### src/hdl/mtr_pkg.sv
// ----------------------------------------------------------------------------
// mtr_pkg
// Shared types and constants of the mosaic tile resampler: tile record
// layout, controller-to-datapath command word and status word.
// ----------------------------------------------------------------------------
package mtr_pkg;

	// Default configuration of the tile grid
	localparam int GRID_COLS_DEF    = 8;
	localparam int GRID_ROWS_DEF    = 8;
	localparam int MAX_TILE_DIM_DEF = 4096;

	// Number of tile slots held in storage
	localparam int SLOTS      = 64;
	localparam int SLOT_W     = 6;

	// Quotient bits kept by the divider; the top bit flags out-of-range
	localparam int QBITS      = 14;

	// Field widths
	localparam int OFF_W      = 32;
	localparam int COEF_W     = 21;
	localparam int DIM_W      = 13;
	localparam int PIX_W      = 16;
	localparam int SRC_W      = 12;

	typedef enum logic {
		OP_LOAD    = 1'b0,
		OP_RESOLVE = 1'b1
	} mtr_op_t;

	// One stored tile
	typedef struct packed {
		logic signed [OFF_W-1:0]  off_x;
		logic signed [OFF_W-1:0]  off_y;
		logic signed [COEF_W-1:0] sc_x;
		logic signed [COEF_W-1:0] sc_y;
		logic signed [COEF_W-1:0] sk_x;
		logic signed [COEF_W-1:0] sk_y;
		logic [DIM_W-1:0]         wid;
		logic [DIM_W-1:0]         hgt;
	} mtr_tile_t;

	localparam int TILE_W = $bits(mtr_tile_t);

	// Controller commands, one per datapath action
	typedef struct packed {
		logic load;     // store the incoming tile word
		logic capture;  // latch the pixel and clear the best candidate
		logic rd;       // read the current slot from tile memory
		logic fetch;    // offsets and determinant products
		logic mul;      // numerator products
		logic num;      // numerators
		logic prep;     // magnitudes and divider setup
		logic div;      // one restoring divide step
		logic eval;     // bounds check and candidate update
		logic emit;     // present the result
	} mtr_cmd_t;

	typedef struct packed {
		logic present;  // current slot holds a tile
	} mtr_sts_t;

endpackage

### src/hdl/mtr_ctrl.sv
// ----------------------------------------------------------------------------
// mtr_ctrl
// Sequencer of the resampler: walks the tile slots, steps each present
// tile through the transform stages and the divider, then emits the word.
// ----------------------------------------------------------------------------
module mtr_ctrl #(
	parameter int SCAN_N = 64
) (
	input  logic                    clk,
	input  logic                    arst_n,
	input  logic                    start,
	input  logic                    operation,
	input  mtr_pkg::mtr_sts_t       sts,
	output logic                    busy,
	output mtr_pkg::mtr_cmd_t       cmd,
	output logic [mtr_pkg::SLOT_W-1:0] slot
);
	import mtr_pkg::*;

	localparam int CNT_W = $clog2(QBITS);

	typedef enum logic [3:0] {
		ST_IDLE,
		ST_SCAN,
		ST_FETCH,
		ST_MUL,
		ST_NUM,
		ST_PREP,
		ST_DIV,
		ST_EVAL,
		ST_FINISH
	} state_t;

	state_t            state_q;
	logic [SLOT_W:0]   slot_q;
	logic [CNT_W-1:0]  cnt_q;
	logic              scan_end;

	assign busy     = (state_q != ST_IDLE);
	assign slot     = slot_q[SLOT_W-1:0];
	assign scan_end = (slot_q == (SLOT_W+1)'(SCAN_N));

	// Decode commands from the state
	always_comb begin
		cmd         = '0;
		cmd.load    = (state_q == ST_IDLE) && start && (operation == OP_LOAD);
		cmd.capture = (state_q == ST_IDLE) && start && (operation == OP_RESOLVE);
		cmd.rd      = (state_q == ST_SCAN) && !scan_end && sts.present;
		cmd.fetch   = (state_q == ST_FETCH);
		cmd.mul     = (state_q == ST_MUL);
		cmd.num     = (state_q == ST_NUM);
		cmd.prep    = (state_q == ST_PREP);
		cmd.div     = (state_q == ST_DIV);
		cmd.eval    = (state_q == ST_EVAL);
		cmd.emit    = (state_q == ST_FINISH);
	end

	// Advance state, slot and divide step counters
	always_ff @(posedge clk or negedge arst_n) begin
		if (!arst_n) begin
			state_q <= ST_IDLE;
			slot_q  <= '0;
			cnt_q   <= '0;
		end else begin
			case (state_q)
				ST_IDLE: begin
					if (start) begin
						slot_q  <= '0;
						state_q <= (operation == OP_LOAD) ? ST_FINISH : ST_SCAN;
					end
				end
				ST_SCAN: begin
					if (scan_end) begin
						state_q <= ST_FINISH;
					end else if (sts.present) begin
						state_q <= ST_FETCH;
					end else begin
						slot_q <= slot_q + 1'b1;
					end
				end
				ST_FETCH: state_q <= ST_MUL;
				ST_MUL:   state_q <= ST_NUM;
				ST_NUM:   state_q <= ST_PREP;
				ST_PREP: begin
					cnt_q   <= '0;
					state_q <= ST_DIV;
				end
				ST_DIV: begin
					cnt_q <= cnt_q + 1'b1;
					if (cnt_q == CNT_W'(QBITS-1)) begin
						state_q <= ST_EVAL;
					end
				end
				ST_EVAL: begin
					slot_q  <= slot_q + 1'b1;
					state_q <= ST_SCAN;
				end
				ST_FINISH: state_q <= ST_IDLE;
				default:   state_q <= ST_IDLE;
			endcase
		end
	end

endmodule

### config.mk
export PLATFORM = sky130hd
export DESIGN_NAME = mtr_ctrl
export DESIGN_NICKNAME = d
export VERILOG_FILES = /design/src/hdl/mtr_pkg.sv /design/src/hdl/mtr_ctrl.sv
export SDC_FILE = /design/constraint.sdc
export NUM_CORES = 1
export LEC_CHECK = 0
export BUFFER_PORTS_ARGS = -buffer_cell sky130_fd_sc_hd__buf_2
export CAP_MARGIN = 15
export CORE_MARGIN = 3
export CORE_UTILIZATION = 49
export CTS_BUF_LIST = sky130_fd_sc_hd__clkbuf_4
export DETAILED_ROUTE_END_ITERATION = 10
export MAX_ROUTING_LAYER = met4
export PLACE_DENSITY_LB_ADDON = 0.3
export SLEW_MARGIN = 20
export SYNTH_ARGS = -nofsm -noshare
export SYNTH_HDL_FRONTEND = slang
export SYNTH_SLANG_ARGS = --single-unit
### constraint.sdc
create_clock -name clk -period 3.9 [get_ports clk]
set_input_delay 0.39 -clock clk [delete_from_list [all_inputs] [get_ports clk]]
set_output_delay 0.39 -clock clk [all_outputs]
set_load 0.03 [all_outputs]
Yosys cells after proc, flatten, opt, wreduce, memory -nomap -nowiden. Cells that the tools add are included.

Output and inout bits: 17. Register bits after elaboration: 15. Word-level logic and storage cells: 44. Input bits: 5.

Reductions and logical operators: 12. Muxes and demuxes: 11. Bitwise logic cells: 1. $add $sub $neg: 2. Eq/ne operators: 15.

Operators by type and width (count): $pmux W4 S8 (1); $mux W7 (3); $pmux W7 S3 (1); $mux W4 (5); $eq A4 B3 Y1 const B (4); $eq A4 B2 Y1 const B (2); $eq A4 B4 Y1 const B (2); $pmux W4 S2 (1); $add A7 B1 Y7 const B (1); $eq A7 B7 Y1 const B (1); $ne A2 B2 Y1 const B (3); $logic_and A1 B1 Y1 (5); $add A4 B1 Y4 const B (1); $eq A4 B1 Y1 const B (1); $logic_not A4 Y1 (1); $reduce_and A4 Y1 (1); $reduce_bool A4 Y1 (1); $ne A3 B3 Y1 const B (1); $reduce_and A3 Y1 (1); $reduce_bool A3 Y1 (1); $ne A2 B1 Y1 const B (1); $reduce_bool A2 Y1 (1); $logic_not A1 Y1 (1); $not A1 Y1 (1).

Depth between registers and ports, before layout. Gate-level depths: netlist of run 1.

Depth after elaboration: 4. Depth in mapped cells: 6. Gate-level depth less buffers: 5.

Worst setup path after synthesis of run 1. No wires, ideal clock.

Path kind: reg-to-output. From: reg state_q[0]. To: out cmd[0] (netlist bit). Path slack: 1.792 ns. Stages on the path, launching flop included: 4. Path buffers: 2. Data required time: 3.510 ns. Data arrival time: 1.718 ns. Cells stage by stage: dfrtp_1 > buf_6 > clkbuf_1 > nor4b_1.

RTL lines: start: declaration (line mtr_ctrl.sv:34) `state_t state_q;`; start signal: assignment (line mtr_ctrl.sv:69) `state_q <= (operation == OP_LOAD) ? ST_FINISH : ST_SCAN;`; end: declaration (line mtr_ctrl.sv:15) `output mtr_pkg::mtr_cmd_t cmd,`.

==> impl_results.html, run 1 <==
<table>
<tr><th>Metric</th><th>Value</th></tr>
<tr><th colspan="2">Status</th></tr>
<tr><td>Run status</td><td>complete, no violations</td></tr>
<tr><th colspan="2">Logic synthesis</th></tr>
<tr><td>Distinct cells, synth</td><td>41</td></tr>
<tr><td>Post-Synthesis Net Count</td><td>approximately 130</td></tr>
<tr><td>Largest area contributor in the synthesized netlist</td><td>sky130_fd_sc_hd__dfrtp_1</td></tr>
<tr><td>Number of instances in the synthesized netlist</td><td>125</td></tr>
<tr><td>Leading post-synthesis cells by cell area</td><td>sky130_fd_sc_hd__dfrtp_1 33%, sky130_fd_sc_hd__o2bb2ai_1 4.7%, sky130_fd_sc_hd__ha_1 4.4%, sky130_fd_sc_hd__nand2b_1 4.4%, sky130_fd_sc_hd__buf_4 4.0%</td></tr>
<tr><td>Number of warnings printed during yosys synthesis</td><td>0</td></tr>
<tr><td>Post-Synthesis Mean Instance Area</td><td>9.02 um2</td></tr>
<tr><td>Post-synth top area share</td><td>0.333</td></tr>
<tr><td>Netlist area before placement</td><td>1130 um2</td></tr>
<tr><td>Post-synthesis sequential element count</td><td>15</td></tr>
<tr><td>Sequential-to-total area share from yosys stat</td><td>0.333</td></tr>
<tr><th colspan="2">Clock network</th></tr>
<tr><td>Count of clock tree sinks</td><td>15</td></tr>
<tr><td>CTS Buf Count</td><td>3</td></tr>
<tr><td>Clock transition at the register clock pins on the worst setup and hold paths after CTS</td><td>0.09 ns</td></tr>
<tr><td>Max Buffers Root-to-Sink</td><td>2</td></tr>
<tr><td>H-tree Lvls</td><td>1</td></tr>
<tr><td>Worst-Skew Late Latency</td><td>0.29 ns</td></tr>
<tr><td>CTS tree</td><td>yes</td></tr>
<tr><td>Clk root buf</td><td>sky130_fd_sc_hd__clkbuf_4</td></tr>
<tr><th colspan="2">Routing</th></tr>
<tr><td>Length of the first detailed-routing pass in iterations</td><td>4</td></tr>
<tr><td>Initial DRC Count</td><td>26</td></tr>
<tr><td>Vias per cell</td><td>5.84</td></tr>
<tr><td>Total number of vias</td><td>around 960</td></tr>
<tr><td>Final wirelength</td><td>2310 um</td></tr>
<tr><td>Drc violations</td><td>0</td></tr>
<tr><td>Post-detailed-route wirelength per cell</td><td>between 10 and 15 um</td></tr>
<tr><td>Number of routed nets with antenna violations</td><td>0</td></tr>
<tr><th colspan="2">Finish</th></tr>
<tr><td>Layout area overhead</td><td>7.66%</td></tr>
<tr><td>FILL cells</td><td>190</td></tr>
<tr><td>Fraction of final layout cells sized beyond drive strength 1</td><td>0.239</td></tr>
<tr><td>Number of antenna repair diodes</td><td>0</td></tr>
<tr><td>Area taken by flip-flops and latches</td><td>375 um2</td></tr>
<tr><td>Combined area of the multi-input logic cells</td><td>about 640 um2</td></tr>
<tr><td>Total Nets Final</td><td>around 150</td></tr>
<tr><th colspan="2">Power and ir drop</th></tr>
<tr><td>Cell Int Power</td><td>about 0.44 mW</td></tr>
<tr><td>Sequential power share</td><td>0.343</td></tr>
<tr><td>Net load switching power</td><td>0.467 mW</td></tr>
<tr><td>Worst IR drop on VDD</td><td>0.441 mV</td></tr>
<tr><td>Sum of internal, switching and leakage power</td><td>between 0.9 and 1 mW</td></tr>
<tr><td>Power density relative to cell area</td><td>between 700 and 800 nW/um2</td></tr>
<tr><td>Switching Fraction</td><td>0.517</td></tr>
<tr><td>Combinational power share</td><td>0.557</td></tr>
<tr><td>Leakage power summed over all cells</td><td>0.560 nW</td></tr>
<tr><td>Clock network fraction of total power</td><td>0.101</td></tr>
<tr><th colspan="2">STA</th></tr>
<tr><td>Total negative slack for setup checks</td><td>0 ns</td></tr>
<tr><td>Actual transition at the worst max-transition pin</td><td>0.738 ns</td></tr>
<tr><td>Normalized max-slew margin</td><td>0.501</td></tr>
<tr><td>Worst hold margin</td><td>roughly 0.42 ns</td></tr>
<tr><td>Final period util</td><td>0.538</td></tr>
<tr><td>Skew final</td><td>roughly 0.011 ns</td></tr>
<tr><td>Final Slew Violations</td><td>0</td></tr>
<tr><td>Period minus WS final</td><td>2.10 ns</td></tr>
<tr><td>Setup violations, final</td><td>0</td></tr>
<tr><td>Setup repair after global routing missed its margin</td><td>no</td></tr>
<tr><td>Total count of hold-check failures in the final report</td><td>0</td></tr>
<tr><td>Fmax</td><td>approximately 480 MHz</td></tr>
<tr><td>Setup slack after layout</td><td>1.80 ns</td></tr>
<tr><th colspan="2">Global routing</th></tr>
<tr><td>Tot GR Track Use</td><td>0.177</td></tr>
<tr><td>Overflow after GRT</td><td>0</td></tr>
<tr><td>Antenna violations before repair</td><td>0</td></tr>
<tr><td>Vias in the first global route</td><td>817</td></tr>
<tr><td>Maximum number of pins on one net before global-route repair</td><td>19</td></tr>
<tr><td>Wire length of the first global-routing pass</td><td>3660 um</td></tr>
<tr><th colspan="2">Floorplanning</th></tr>
<tr><td>Die area</td><td>approximately 2900 um2</td></tr>
<tr><td>Width of the die</td><td>~54 um</td></tr>
<tr><td>Die Ht</td><td>54.0 um</td></tr>
<tr><td>FP Rows</td><td>16</td></tr>
<tr><td>CORE AREA</td><td>2060 um2</td></tr>
<tr><td>Boundary Pins</td><td>22</td></tr>
<tr><td>Initial standard-cell utilization of the core</td><td>0.547</td></tr>
<tr><th colspan="2">Placed design</th></tr>
<tr><td>Detailed-placement wirelength estimate</td><td>between 1500 and 2000 um</td></tr>
<tr><td>Pre-CTS setup slack</td><td>2.05 ns</td></tr>
<tr><td>Final GP Congestion</td><td>between 0.8 and 0.9</td></tr>
<tr><td>PortBufs</td><td>21</td></tr>
<tr><th colspan="2">Min path</th></tr>
<tr><td>Classification of the worst-slack hold path</td><td>in -&gt; reg</td></tr>
<tr><th colspan="2">Setup path</th></tr>
<tr><td>Type of element launching the critical path</td><td>register</td></tr>
<tr><td>R2r setup slk</td><td>2.01 ns</td></tr>
<tr><td>Data required time at the worst endpoint</td><td>3.51 ns</td></tr>
<tr><td>Critical path data arrival time</td><td>1.71 ns</td></tr>
<tr><td>Worst Setup Path Type</td><td>reg -&gt; out</td></tr>
<tr><td>Type of destination of the critical path</td><td>primary output</td></tr>
<tr><td>Worst Path Max Fanout</td><td>12</td></tr>
<tr><th colspan="2">Run</th></tr>
<tr><td>Max-capacitance violation count</td><td>0</td></tr>
</table>
timing repair:
action / 4_1_cts / 5_1_grt
setup endpoints to repair: 0 / 0
resized for setup: 0 / 0
setup buffers: 0 / 0
hold buffers: 1 / 0
endpoints found under the hold margin: 9 / 0
critical path: stages (launching register included):
cell                       delay, ns
sky130_fd_sc_hd__dfrtp_1        0.63
sky130_fd_sc_hd__nand2b_1       0.33
sky130_fd_sc_hd__nor2_1         0.24
sky130_fd_sc_hd__buf_2          0.22
through the flow:
step | util | instances | instance area (um2)
final | 0.589 | 165 | 1210
after global routing | 0.589 | 165 | 1210
after global placement | 0.570 | 160 | 1180
after CTS | 0.589 | 165 | 1210
after floorplan | - | 125 | 1130
after detailed placement | 0.570 | 160 | 1180
cell usage in the layout (no fill, tap or decap), types with 2 or more instances in the layout:
cell and n:
sky130_fd_sc_hd__dfrtp_1 15, sky130_fd_sc_hd__clkbuf_4 3, sky130_fd_sc_hd__nand2b_1 8, sky130_fd_sc_hd__nor2b_1 2, sky130_fd_sc_hd__o21ai_0 6, sky130_fd_sc_hd__nand2_1 2
sky130_fd_sc_hd__nor3_1 6, sky130_fd_sc_hd__inv_1 7, sky130_fd_sc_hd__and3_1 6, sky130_fd_sc_hd__nor2_1 12, sky130_fd_sc_hd__o21a_1 3, sky130_fd_sc_hd__buf_2 21
sky130_fd_sc_hd__o2bb2ai_1 6, sky130_fd_sc_hd__nand3_1 2, sky130_fd_sc_hd__a21oi_1 5, sky130_fd_sc_hd__o221ai_1 4, sky130_fd_sc_hd__nor4b_1 2, sky130_fd_sc_hd__xor2_1 2
sky130_fd_sc_hd__ha_1 4
flip-flops by register name, indices dropped and copies added, names as in the netlist:
| signal | flops |
|---|---|
| slot_q | 7 |
| state_q | 4 |
| cnt_q | 4 |
layout make-up:
cell class | count | share of cell area
clock buffer | 3 | 0.0186
timing repair buffer | 22 | 0.0948
clock inverter | 1 | 0.00412
sequential | 15 | 0.309
multi-input combinational | 90 | 0.524
tap | 27 | 0.0278
inverter | 7 | 0.0216
worst paths after layout:
path	startpoint	to	cells after the start
setup / recovery	state_q[2]	cmd[2]	3
hold / removal	operation	state_q[3]	3
setup reg to reg	state_q[0]	slot_q[0]	4
hold reg to reg	slot_q[5]	slot_q[5]	1
max in group asynchronous	arst_n	state_q[3]	2
min in group asynchronous	arst_n	slot_q[4]	2
power by group through the flow:
stage	clock (mW)	sequential [mW]	combinational [mW]
2_1_floorplan	0	0.244	0.491
3_3_place_gp	0	0.307	0.486
5_1_grt	0.101	0.321	0.550
4_1_cts	0.0938	0.308	0.504
3_5_place_dp	0	0.311	0.502
6_report	0.0910	0.309	0.503
Yosys cell counts, drive strengths merged:
cell type	instances
o2bb2ai	7
a21oi	5
a21o	1
buf	11
or2	1
o221ai	5
inv	7
a2111oi	1
nand2	2
o21ai	8
nor3	6
ha	4
and3	6
dfrtp	15
o211ai	1
nand2b	9
o21ba	1
nand4	1
nor2b	2
nor4b	2
clkbuf	2
mux2i	1
o21a	3
o22a	1
or3	1
o2111ai	1
xor2	2
nor4	2
nand3	2
nor2	13
nor3b	1
a41oi	1
kinds of logic (layout without fill, tap and decap cells):
logic type,Yosys count,count (layout),share of synthesized area
flops,15,15,0.333
compound gates,35,35,0.239
mux,1,1,0.00888
simple gates,48,48,0.256
buf+inv,20,33,0.103
xor+xnor,2,2,0.0155
fa+ha+maj,4,4,0.0444
layer usage:
metal	routed length [um]	GRT usage
met1	1090	0.236
met2	1070	0.272
met3	139	0.0249
met4	8	0.0638
met5	0	-
No activity file was read; power rests on OpenSTA's default activity.
==> inputs of run 2 (changes only) <==
- clock period: 3.9 -> 1.7 ns (I/O delays scaled with it)
==> impl_results.html, run 2 (same netlist as run 1, synthesis figures left out) <==
<table>
<tr><th>Metric</th><th>Value</th></tr>
<tr><th colspan="2">Status</th></tr>
<tr><td>Run status</td><td>complete, no violations</td></tr>
<tr><th colspan="2">Global routing</th></tr>
<tr><td>Tot GR Track Use</td><td>0.191 (+0.0135)</td></tr>
<tr><td>Maximum number of pins on one net before global-route repair</td><td>16 (-3)</td></tr>
<tr><td>Wire length of the first global-routing pass</td><td>3970 um (+8.7%)</td></tr>
<tr><td>Overflow after GRT</td><td>0 (unchanged)</td></tr>
<tr><td>Antenna violations before repair</td><td>0 (unchanged)</td></tr>
<tr><td>Vias in the first global route</td><td>932 (+14%)</td></tr>
<tr><th colspan="2">Setup path</th></tr>
<tr><td>Crit path capture</td><td>cmd[7]</td></tr>
<tr><td>R2r setup slk</td><td>0.11 ns (-1.90 ns)</td></tr>
<tr><td>Endpoint of the worst register-to-register path</td><td>state_q[1]</td></tr>
<tr><td>Data required time at the worst endpoint</td><td>1.53 ns (-1.98 ns)</td></tr>
<tr><td>Critical path data arrival time</td><td>1.48 ns (-0.23 ns)</td></tr>
<tr><td>Type of element launching the critical path</td><td>register</td></tr>
<tr><td>Worst Setup Path Type</td><td>reg -&gt; out</td></tr>
<tr><td>Launch point of the worst path</td><td>state_q[2]</td></tr>
<tr><td>Type of destination of the critical path</td><td>primary output</td></tr>
<tr><td>Worst R2R Path Depth</td><td>5 (+1)</td></tr>
<tr><td>Worst reg2reg path startpoint</td><td>state_q[0]</td></tr>
<tr><td>Worst Path Max Fanout</td><td>7 (-5)</td></tr>
<tr><th colspan="2">Routing</th></tr>
<tr><td>Post-detailed-route wirelength per cell</td><td>14.2 um (+1.6%)</td></tr>
<tr><td>Final wirelength</td><td>2540 um (+10%)</td></tr>
<tr><td>Total number of vias</td><td>1037 (+7.7%)</td></tr>
<tr><td>Initial DRC Count</td><td>41 (+58%)</td></tr>
<tr><td>Vias per cell</td><td>5.79 (-0.74%)</td></tr>
<tr><td>Number of routed nets with antenna violations</td><td>0 (unchanged)</td></tr>
<tr><td>Drc violations</td><td>0 (unchanged)</td></tr>
<tr><td>Length of the first detailed-routing pass in iterations</td><td>4 (unchanged)</td></tr>
<tr><th colspan="2">STA</th></tr>
<tr><td>Fmax</td><td>605 MHz</td></tr>
<tr><td>Final period util</td><td>0.972</td></tr>
<tr><td>Period minus WS final</td><td>1.65 ns</td></tr>
<tr><td>Total count of hold-check failures in the final report</td><td>0 (unchanged)</td></tr>
<tr><td>Skew final</td><td>0.00451 ns (-0.00631 ns)</td></tr>
<tr><td>Final Slew Violations</td><td>0 (unchanged)</td></tr>
<tr><td>Setup slack after layout</td><td>0.0480 ns (-1.75 ns)</td></tr>
<tr><td>Setup repair after global routing missed its margin</td><td>yes</td></tr>
<tr><td>Normalized max-slew margin</td><td>0.742 (+0.240)</td></tr>
<tr><td>Actual transition at the worst max-transition pin</td><td>0.386 ns (-0.352 ns)</td></tr>
<tr><td>Setup violations, final</td><td>0 (unchanged)</td></tr>
<tr><th colspan="2">Placed design</th></tr>
<tr><td>PortBufs</td><td>21 (unchanged)</td></tr>
<tr><td>Cell Area, Placed</td><td>1220 um2 (+3.7%)</td></tr>
<tr><td>Final GP Congestion</td><td>0.871 (+1.6%)</td></tr>
<tr><td>Pre-CTS setup slack</td><td>0.0306 ns (-2.02 ns)</td></tr>
<tr><td>Detailed-placement wirelength estimate</td><td>1780 um (+3.2%)</td></tr>
<tr><th colspan="2">Finish</th></tr>
<tr><td>Area taken by flip-flops and latches</td><td>378 um2 (+0.67%)</td></tr>
<tr><td>Fraction of final layout cells sized beyond drive strength 1</td><td>0.388 (+0.149)</td></tr>
<tr><td>Most frequent cells in the layout</td><td>16 x sky130_fd_sc_hd__buf_2, 16 x sky130_fd_sc_hd__buf_4, 13 x sky130_fd_sc_hd__dfrtp_1, 10 x sky130_fd_sc_hd__nor2_1</td></tr>
<tr><td>Finished layout cell area</td><td>1390 um2 (+14%)</td></tr>
<tr><td>Biggest register</td><td>slot_q</td></tr>
<tr><td>Total Nets Final</td><td>162 (+9.5%)</td></tr>
<tr><td>Layout area overhead</td><td>23.0%</td></tr>
<tr><td>Flip-flop count of the largest register after layout</td><td>7 (unchanged)</td></tr>
<tr><td>Number of antenna repair diodes</td><td>0 (unchanged)</td></tr>
<tr><td>Post-Route Utilization</td><td>0.672 (+0.0837)</td></tr>
<tr><td>Combined area of the multi-input logic cells</td><td>681 um2 (+7.1%)</td></tr>
<tr><td>Leading registers by flop count</td><td>slot_q: 7 flops, cnt_q: 4 flops, state_q: 4 flops</td></tr>
<tr><td>FILL cells</td><td>160 (-16%)</td></tr>
<tr><th colspan="2">Floorplanning</th></tr>
<tr><td>FP Rows</td><td>16 (unchanged)</td></tr>
<tr><td>Width of the die</td><td>54.0 um (unchanged)</td></tr>
<tr><td>Initial standard-cell utilization of the core</td><td>0.547 (unchanged)</td></tr>
<tr><td>Boundary Pins</td><td>22 (unchanged)</td></tr>
<tr><td>Die area</td><td>2910 um2 (unchanged)</td></tr>
<tr><td>CORE AREA</td><td>2060 um2 (unchanged)</td></tr>
<tr><td>Die Ht</td><td>54.0 um (unchanged)</td></tr>
<tr><th colspan="2">Clock network</th></tr>
<tr><td>Clock transition at the register clock pins on the worst setup and hold paths after CTS</td><td>0.09 ns (about the same)</td></tr>
<tr><td>CTS Buf Count</td><td>3 (unchanged)</td></tr>
<tr><td>Clk root buf</td><td>sky130_fd_sc_hd__clkbuf_4</td></tr>
<tr><td>Count of clock tree sinks</td><td>15 (unchanged)</td></tr>
<tr><td>CTS tree</td><td>yes</td></tr>
<tr><td>Max Buffers Root-to-Sink</td><td>2 (unchanged)</td></tr>
<tr><td>H-tree Lvls</td><td>1 (unchanged)</td></tr>
<tr><td>Worst-Skew Late Latency</td><td>0.28 ns (about the same)</td></tr>
<tr><th colspan="2">Power and ir drop</th></tr>
<tr><td>Leakage power summed over all cells</td><td>0.640 nW (+14%)</td></tr>
<tr><td>Worst IR drop on VDD</td><td>1.14 mV (+160%)</td></tr>
<tr><td>Power density relative to cell area</td><td>1700 nW/um2 (+130%)</td></tr>
<tr><th colspan="2">Min path</th></tr>
<tr><td>Classification of the worst-slack hold path</td><td>in -&gt; reg</td></tr>
<tr><th colspan="2">Run</th></tr>
<tr><td>Max-capacitance violation count</td><td>0 (unchanged)</td></tr>
</table>
## run 2: cell types whose count changed in the layout (fill, tap and decap cells not counted), sizes merged
| cell | change |
|---|---|
| buf | +13 |
| clkbuf | +1 |
## run 2: what timing repair did
item / 4_1_cts / 5_1_grt
hold buffers: 1 / 0
buffers inserted: 3 / 6
resized for setup: 6 / 15
hold endpoints to repair: 15 / 0
pin swaps: 0 / 4
endpoints found under the setup margin: 10 / 9
## run 2: worst min-delay path by stage
| stage | slack (ns) | end | cells after the start | start |
|---|---|---|---|---|
| 6_report | 0.21 | state_q[3] | 3 | operation |
| 5_1_grt | 0.22 | state_q[3] | 3 | operation |
| 4_1_cts | 0.21 | state_q[3] | 3 | operation |
| 3_5_place_dp | 0.1 | cnt_q[2] | 1 | arst_n |
| 3_3_place_gp | 0.1 | cnt_q[2] | 1 | arst_n |
| 2_1_floorplan | -0.13 | cnt_q[0] | 0 | arst_n |
## run 2: area by class of cell
class | instances | share of cell area
Tap cell | 27 | 0.0244
Inverter | 7 | 0.0190
Timing Repair Buffer | 36 | 0.173
Sequential cell | 15 | 0.273
Clock inverter | 1 | 0.00361
Multi-Input combinational cell | 90 | 0.491
Clock buffer | 3 | 0.0162
## run 2: worst max-delay path, cell delays in order (launching register included)
cell,delay (ns)
sky130_fd_sc_hd__dfrtp_2,0.47
sky130_fd_sc_hd__buf_4,0.19
sky130_fd_sc_hd__nor3_2,0.19
sky130_fd_sc_hd__and3_1,0.17
sky130_fd_sc_hd__clkbuf_4,0.18
## run 2: metrics by stage
step / hold WS (ns) / std cells / setup TNS, ns / power (mW)
finish: 0.213 / 179 / 0 / 2.36
global route: 0.218 / 179 / -0.0903 / 2.54
CTS: 0.207 / 173 / -0.0117 / 2.17
detailed placement: 0.0967 / 165 / 0 / 1.93
global placement: 0.0971 / 165 / 0 / 1.89
floorplan: -0.126 / 125 / 0 / 1.69
## run 2: power breakdown
part           switching, mW  internal, mW
sequential             0.140         0.473
clock                  0.119        0.0873
combinational          0.889         0.651
## run 2: per-layer routing
layer | track usage | wire, um | vias up
met4 | 0.0638 | 30 | 0
met2 | 0.298 | 1170 | 40
li1 | - | - | 508
met5 | - | 0 | -
met3 | 0.0249 | 143 | 4
met1 | 0.253 | 1200 | 485
==> inputs of run 3 (changes only) <==
- clock period: 1.7 -> 1.78 ns (I/O delays scaled with it)
==> impl_results.html, run 3 (same netlist as run 1, synthesis figures left out) <==
<table>
<tr><th>Metric</th><th>Value</th></tr>
<tr><th colspan="2">Power and ir drop</th></tr>
<tr><td>Leakage power summed over all cells</td><td>0.605 nW (-5.4%)</td></tr>
<tr><td>Sum of internal, switching and leakage power</td><td>2.16 mW (-8.4%)</td></tr>
<tr><td>Power density relative to cell area</td><td>1630 nW/um2 (-4.2%)</td></tr>
<tr><td>Worst IR drop on VDD</td><td>1.14 mV (+0.57%)</td></tr>
<tr><th colspan="2">Setup path</th></tr>
<tr><td>Launch point of the worst path</td><td>state_q[0]</td></tr>
<tr><td>Worst Setup Path Type</td><td>reg -&gt; out</td></tr>
<tr><td>Type of element launching the critical path</td><td>register</td></tr>
<tr><td>Worst reg2reg path startpoint</td><td>state_q[0]</td></tr>
<tr><td>Data required time at the worst endpoint</td><td>1.60 ns (+0.07 ns)</td></tr>
<tr><td>Worst Path Max Fanout</td><td>4 (-3)</td></tr>
<tr><td>Critical path data arrival time</td><td>1.58 ns (+0.10 ns)</td></tr>
<tr><td>R2r setup slk</td><td>0.07 ns (-0.04 ns)</td></tr>
<tr><td>Type of destination of the critical path</td><td>primary output</td></tr>
<tr><th colspan="2">Floorplanning</th></tr>
<tr><td>FP Rows</td><td>16 (unchanged)</td></tr>
<tr><td>Die area</td><td>2910 um2 (unchanged)</td></tr>
<tr><td>Boundary Pins</td><td>22 (unchanged)</td></tr>
<tr><td>Die Ht</td><td>54.0 um (unchanged)</td></tr>
<tr><td>Width of the die</td><td>54.0 um (unchanged)</td></tr>
<tr><td>CORE AREA</td><td>2060 um2 (unchanged)</td></tr>
<tr><td>Initial standard-cell utilization of the core</td><td>0.547 (unchanged)</td></tr>
<tr><th colspan="2">Finish</th></tr>
<tr><td>Most frequent cells in the layout</td><td>17 x sky130_fd_sc_hd__buf_2, 12 x sky130_fd_sc_hd__dfrtp_1, 11 x sky130_fd_sc_hd__nor2_1, 10 x sky130_fd_sc_hd__buf_4</td></tr>
<tr><td>Most common cell after layout, fill and taps aside</td><td>sky130_fd_sc_hd__buf_2</td></tr>
<tr><td>Flip-flop count of the largest register after layout</td><td>7 (unchanged)</td></tr>
<tr><td>Layout area overhead</td><td>17.5%</td></tr>
<tr><td>Fraction of final layout cells sized beyond drive strength 1</td><td>0.327 (-0.0616)</td></tr>
<tr><td>Total Nets Final</td><td>157 (-3.1%)</td></tr>
<tr><td>Number of antenna repair diodes</td><td>0 (unchanged)</td></tr>
<tr><td>Biggest register</td><td>slot_q</td></tr>
<tr><td>FILL cells</td><td>169 (+5.6%)</td></tr>
<tr><td>Leading registers by flop count</td><td>slot_q: 7 flops, cnt_q: 4 flops, state_q: 4 flops</td></tr>
<tr><th colspan="2">STA</th></tr>
<tr><td>Setup violations, final</td><td>0 (unchanged)</td></tr>
<tr><td>Setup repair after global routing missed its margin</td><td>yes</td></tr>
<tr><td>Total count of hold-check failures in the final report</td><td>0 (unchanged)</td></tr>
<tr><td>Actual transition at the worst max-transition pin</td><td>0.371 ns (-0.0156 ns)</td></tr>
<tr><td>Skew final</td><td>0.00379 ns (-0.000717 ns)</td></tr>
<tr><td>Fmax</td><td>567 MHz</td></tr>
<tr><td>Total negative slack for setup checks</td><td>0 ns (unchanged)</td></tr>
<tr><td>Final Slew Violations</td><td>0 (unchanged)</td></tr>
<tr><td>Final period util</td><td>0.990</td></tr>
<tr><td>Normalized max-slew margin</td><td>0.747 (+0.00468)</td></tr>
<tr><td>Period minus WS final</td><td>around 1.8 ns</td></tr>
<tr><th colspan="2">Placed design</th></tr>
<tr><td>Final GP Congestion</td><td>0.864 (-0.83%)</td></tr>
<tr><td>PortBufs</td><td>21 (unchanged)</td></tr>
<tr><td>Detailed-placement wirelength estimate</td><td>1770 um (-0.66%)</td></tr>
<tr><th colspan="2">Routing</th></tr>
<tr><td>Final wirelength</td><td>2470 um (-2.9%)</td></tr>
<tr><td>Drc violations</td><td>0 (unchanged)</td></tr>
<tr><td>Length of the first detailed-routing pass in iterations</td><td>4 (unchanged)</td></tr>
<tr><td>Initial DRC Count</td><td>18 (-56%)</td></tr>
<tr><td>Vias per cell</td><td>5.64 (-2.7%)</td></tr>
<tr><td>Total number of vias</td><td>981 (-5.4%)</td></tr>
<tr><td>Post-detailed-route wirelength per cell</td><td>14.2 um (-0.12%)</td></tr>
<tr><td>Number of routed nets with antenna violations</td><td>0 (unchanged)</td></tr>
<tr><th colspan="2">Clock network</th></tr>
<tr><td>CTS tree</td><td>yes</td></tr>
<tr><td>Max Buffers Root-to-Sink</td><td>2 (unchanged)</td></tr>
<tr><td>H-tree Lvls</td><td>1 (unchanged)</td></tr>
<tr><td>Clock transition at the register clock pins on the worst setup and hold paths after CTS</td><td>0.09 ns (about the same)</td></tr>
<tr><td>CTS Buf Count</td><td>3 (unchanged)</td></tr>
<tr><td>Clk root buf</td><td>sky130_fd_sc_hd__clkbuf_4</td></tr>
<tr><td>Worst-Skew Late Latency</td><td>0.29 ns (about the same)</td></tr>
<tr><td>Count of clock tree sinks</td><td>15 (unchanged)</td></tr>
<tr><th colspan="2">Global routing</th></tr>
<tr><td>Tot GR Track Use</td><td>0.191 (+0.000738)</td></tr>
<tr><td>Maximum number of pins on one net before global-route repair</td><td>18 (+2)</td></tr>
<tr><td>Vias in the first global route</td><td>858 (-7.9%)</td></tr>
<tr><td>Antenna violations before repair</td><td>0 (unchanged)</td></tr>
<tr><td>Overflow after GRT</td><td>0 (unchanged)</td></tr>
<tr><td>Wire length of the first global-routing pass</td><td>3970 um (unchanged)</td></tr>
<tr><th colspan="2">Run</th></tr>
<tr><td>Max-capacitance violation count</td><td>0 (unchanged)</td></tr>
<tr><th colspan="2">Min path</th></tr>
<tr><td>Startpoint of the worst hold path</td><td>operation</td></tr>
<tr><td>Classification of the worst-slack hold path</td><td>in -&gt; reg</td></tr>
<tr><th colspan="2">Status</th></tr>
<tr><td>Run status</td><td>complete, no violations</td></tr>
</table>
run 3: path summary, 6_finish.rpt:
check,cells after the start,end
setup / recovery,5,cmd[6]
hold / removal,3,state_q[3]
setup reg to reg,6,slot_q[3]
hold reg to reg,1,slot_q[6]
max in group asynchronous,2,state_q[0]
min in group asynchronous,2,cnt_q[2]
run 3: repair_timing:
| item | CTS | global route |
|---|---|---|
| hold buffers | 1 | 0 |
| setup buffers | 0 | 5 |
| endpoints found under the setup margin | 1 | 8 |
| resized for setup | 1 | 14 |
| hold endpoints to repair | 15 | 0 |
| pin swaps | 0 | 4 |
run 3: cell type report:
| type | count | area [um2] | share of cell area |
|---|---|---|---|
| Inverter | 7 | 26.3 | 0.0198 |
| Timing Repair Buffer | 31 | 209 | 0.158 |
| Clock buffer | 4 | 30.0 | 0.0227 |
| Tap cell | 27 | 33.8 | 0.0255 |
| Multi-Input combinational cell | 90 | 647 | 0.488 |
| Sequential cell | 15 | 379 | 0.286 |
run 3: stage by stage:
step                hold slack [ns]  setup WS (ns)  cells   util  instance area, um2
floorplan                    -0.118          0.188    125      -                1130
global route                  0.205        -0.0845    174  0.643                1330
global placement              0.103          0.199    164  0.588                1210
finish                        0.207         0.0178    174  0.643                1330
CTS                           0.200        0.00470    169  0.608                1250
detailed placement            0.103          0.158    164  0.588                1210
run 3: critical path: stages, from the launching register on:
cell	delay [ns]
sky130_fd_sc_hd__dfrtp_2	0.46
sky130_fd_sc_hd__buf_12	0.14
sky130_fd_sc_hd__buf_4	0.13
sky130_fd_sc_hd__nand2b_1	0.18
sky130_fd_sc_hd__nor3_1	0.19
sky130_fd_sc_hd__buf_4	0.20
run 3: power breakdown:
part	switching (mW)	leakage [nW]	internal (mW)	total (mW)
clock	0.115	0.0184	0.102	0.218
combinational	0.777	0.396	0.553	1.33
sequential	0.161	0.190	0.453	0.614
run 3: routing by layer:
metal | up-vias | wire length [um] | track usage | share of wire
met5 | - | 0 | - | 0
met1 | 450 | 1220 | 0.287 | 0.49
met4 | 0 | 31 | 0.0723 | 0.013
met3 | 4 | 116 | 0.0277 | 0.047
met2 | 32 | 1100 | 0.254 | 0.45
li1 | 495 | - | - | -
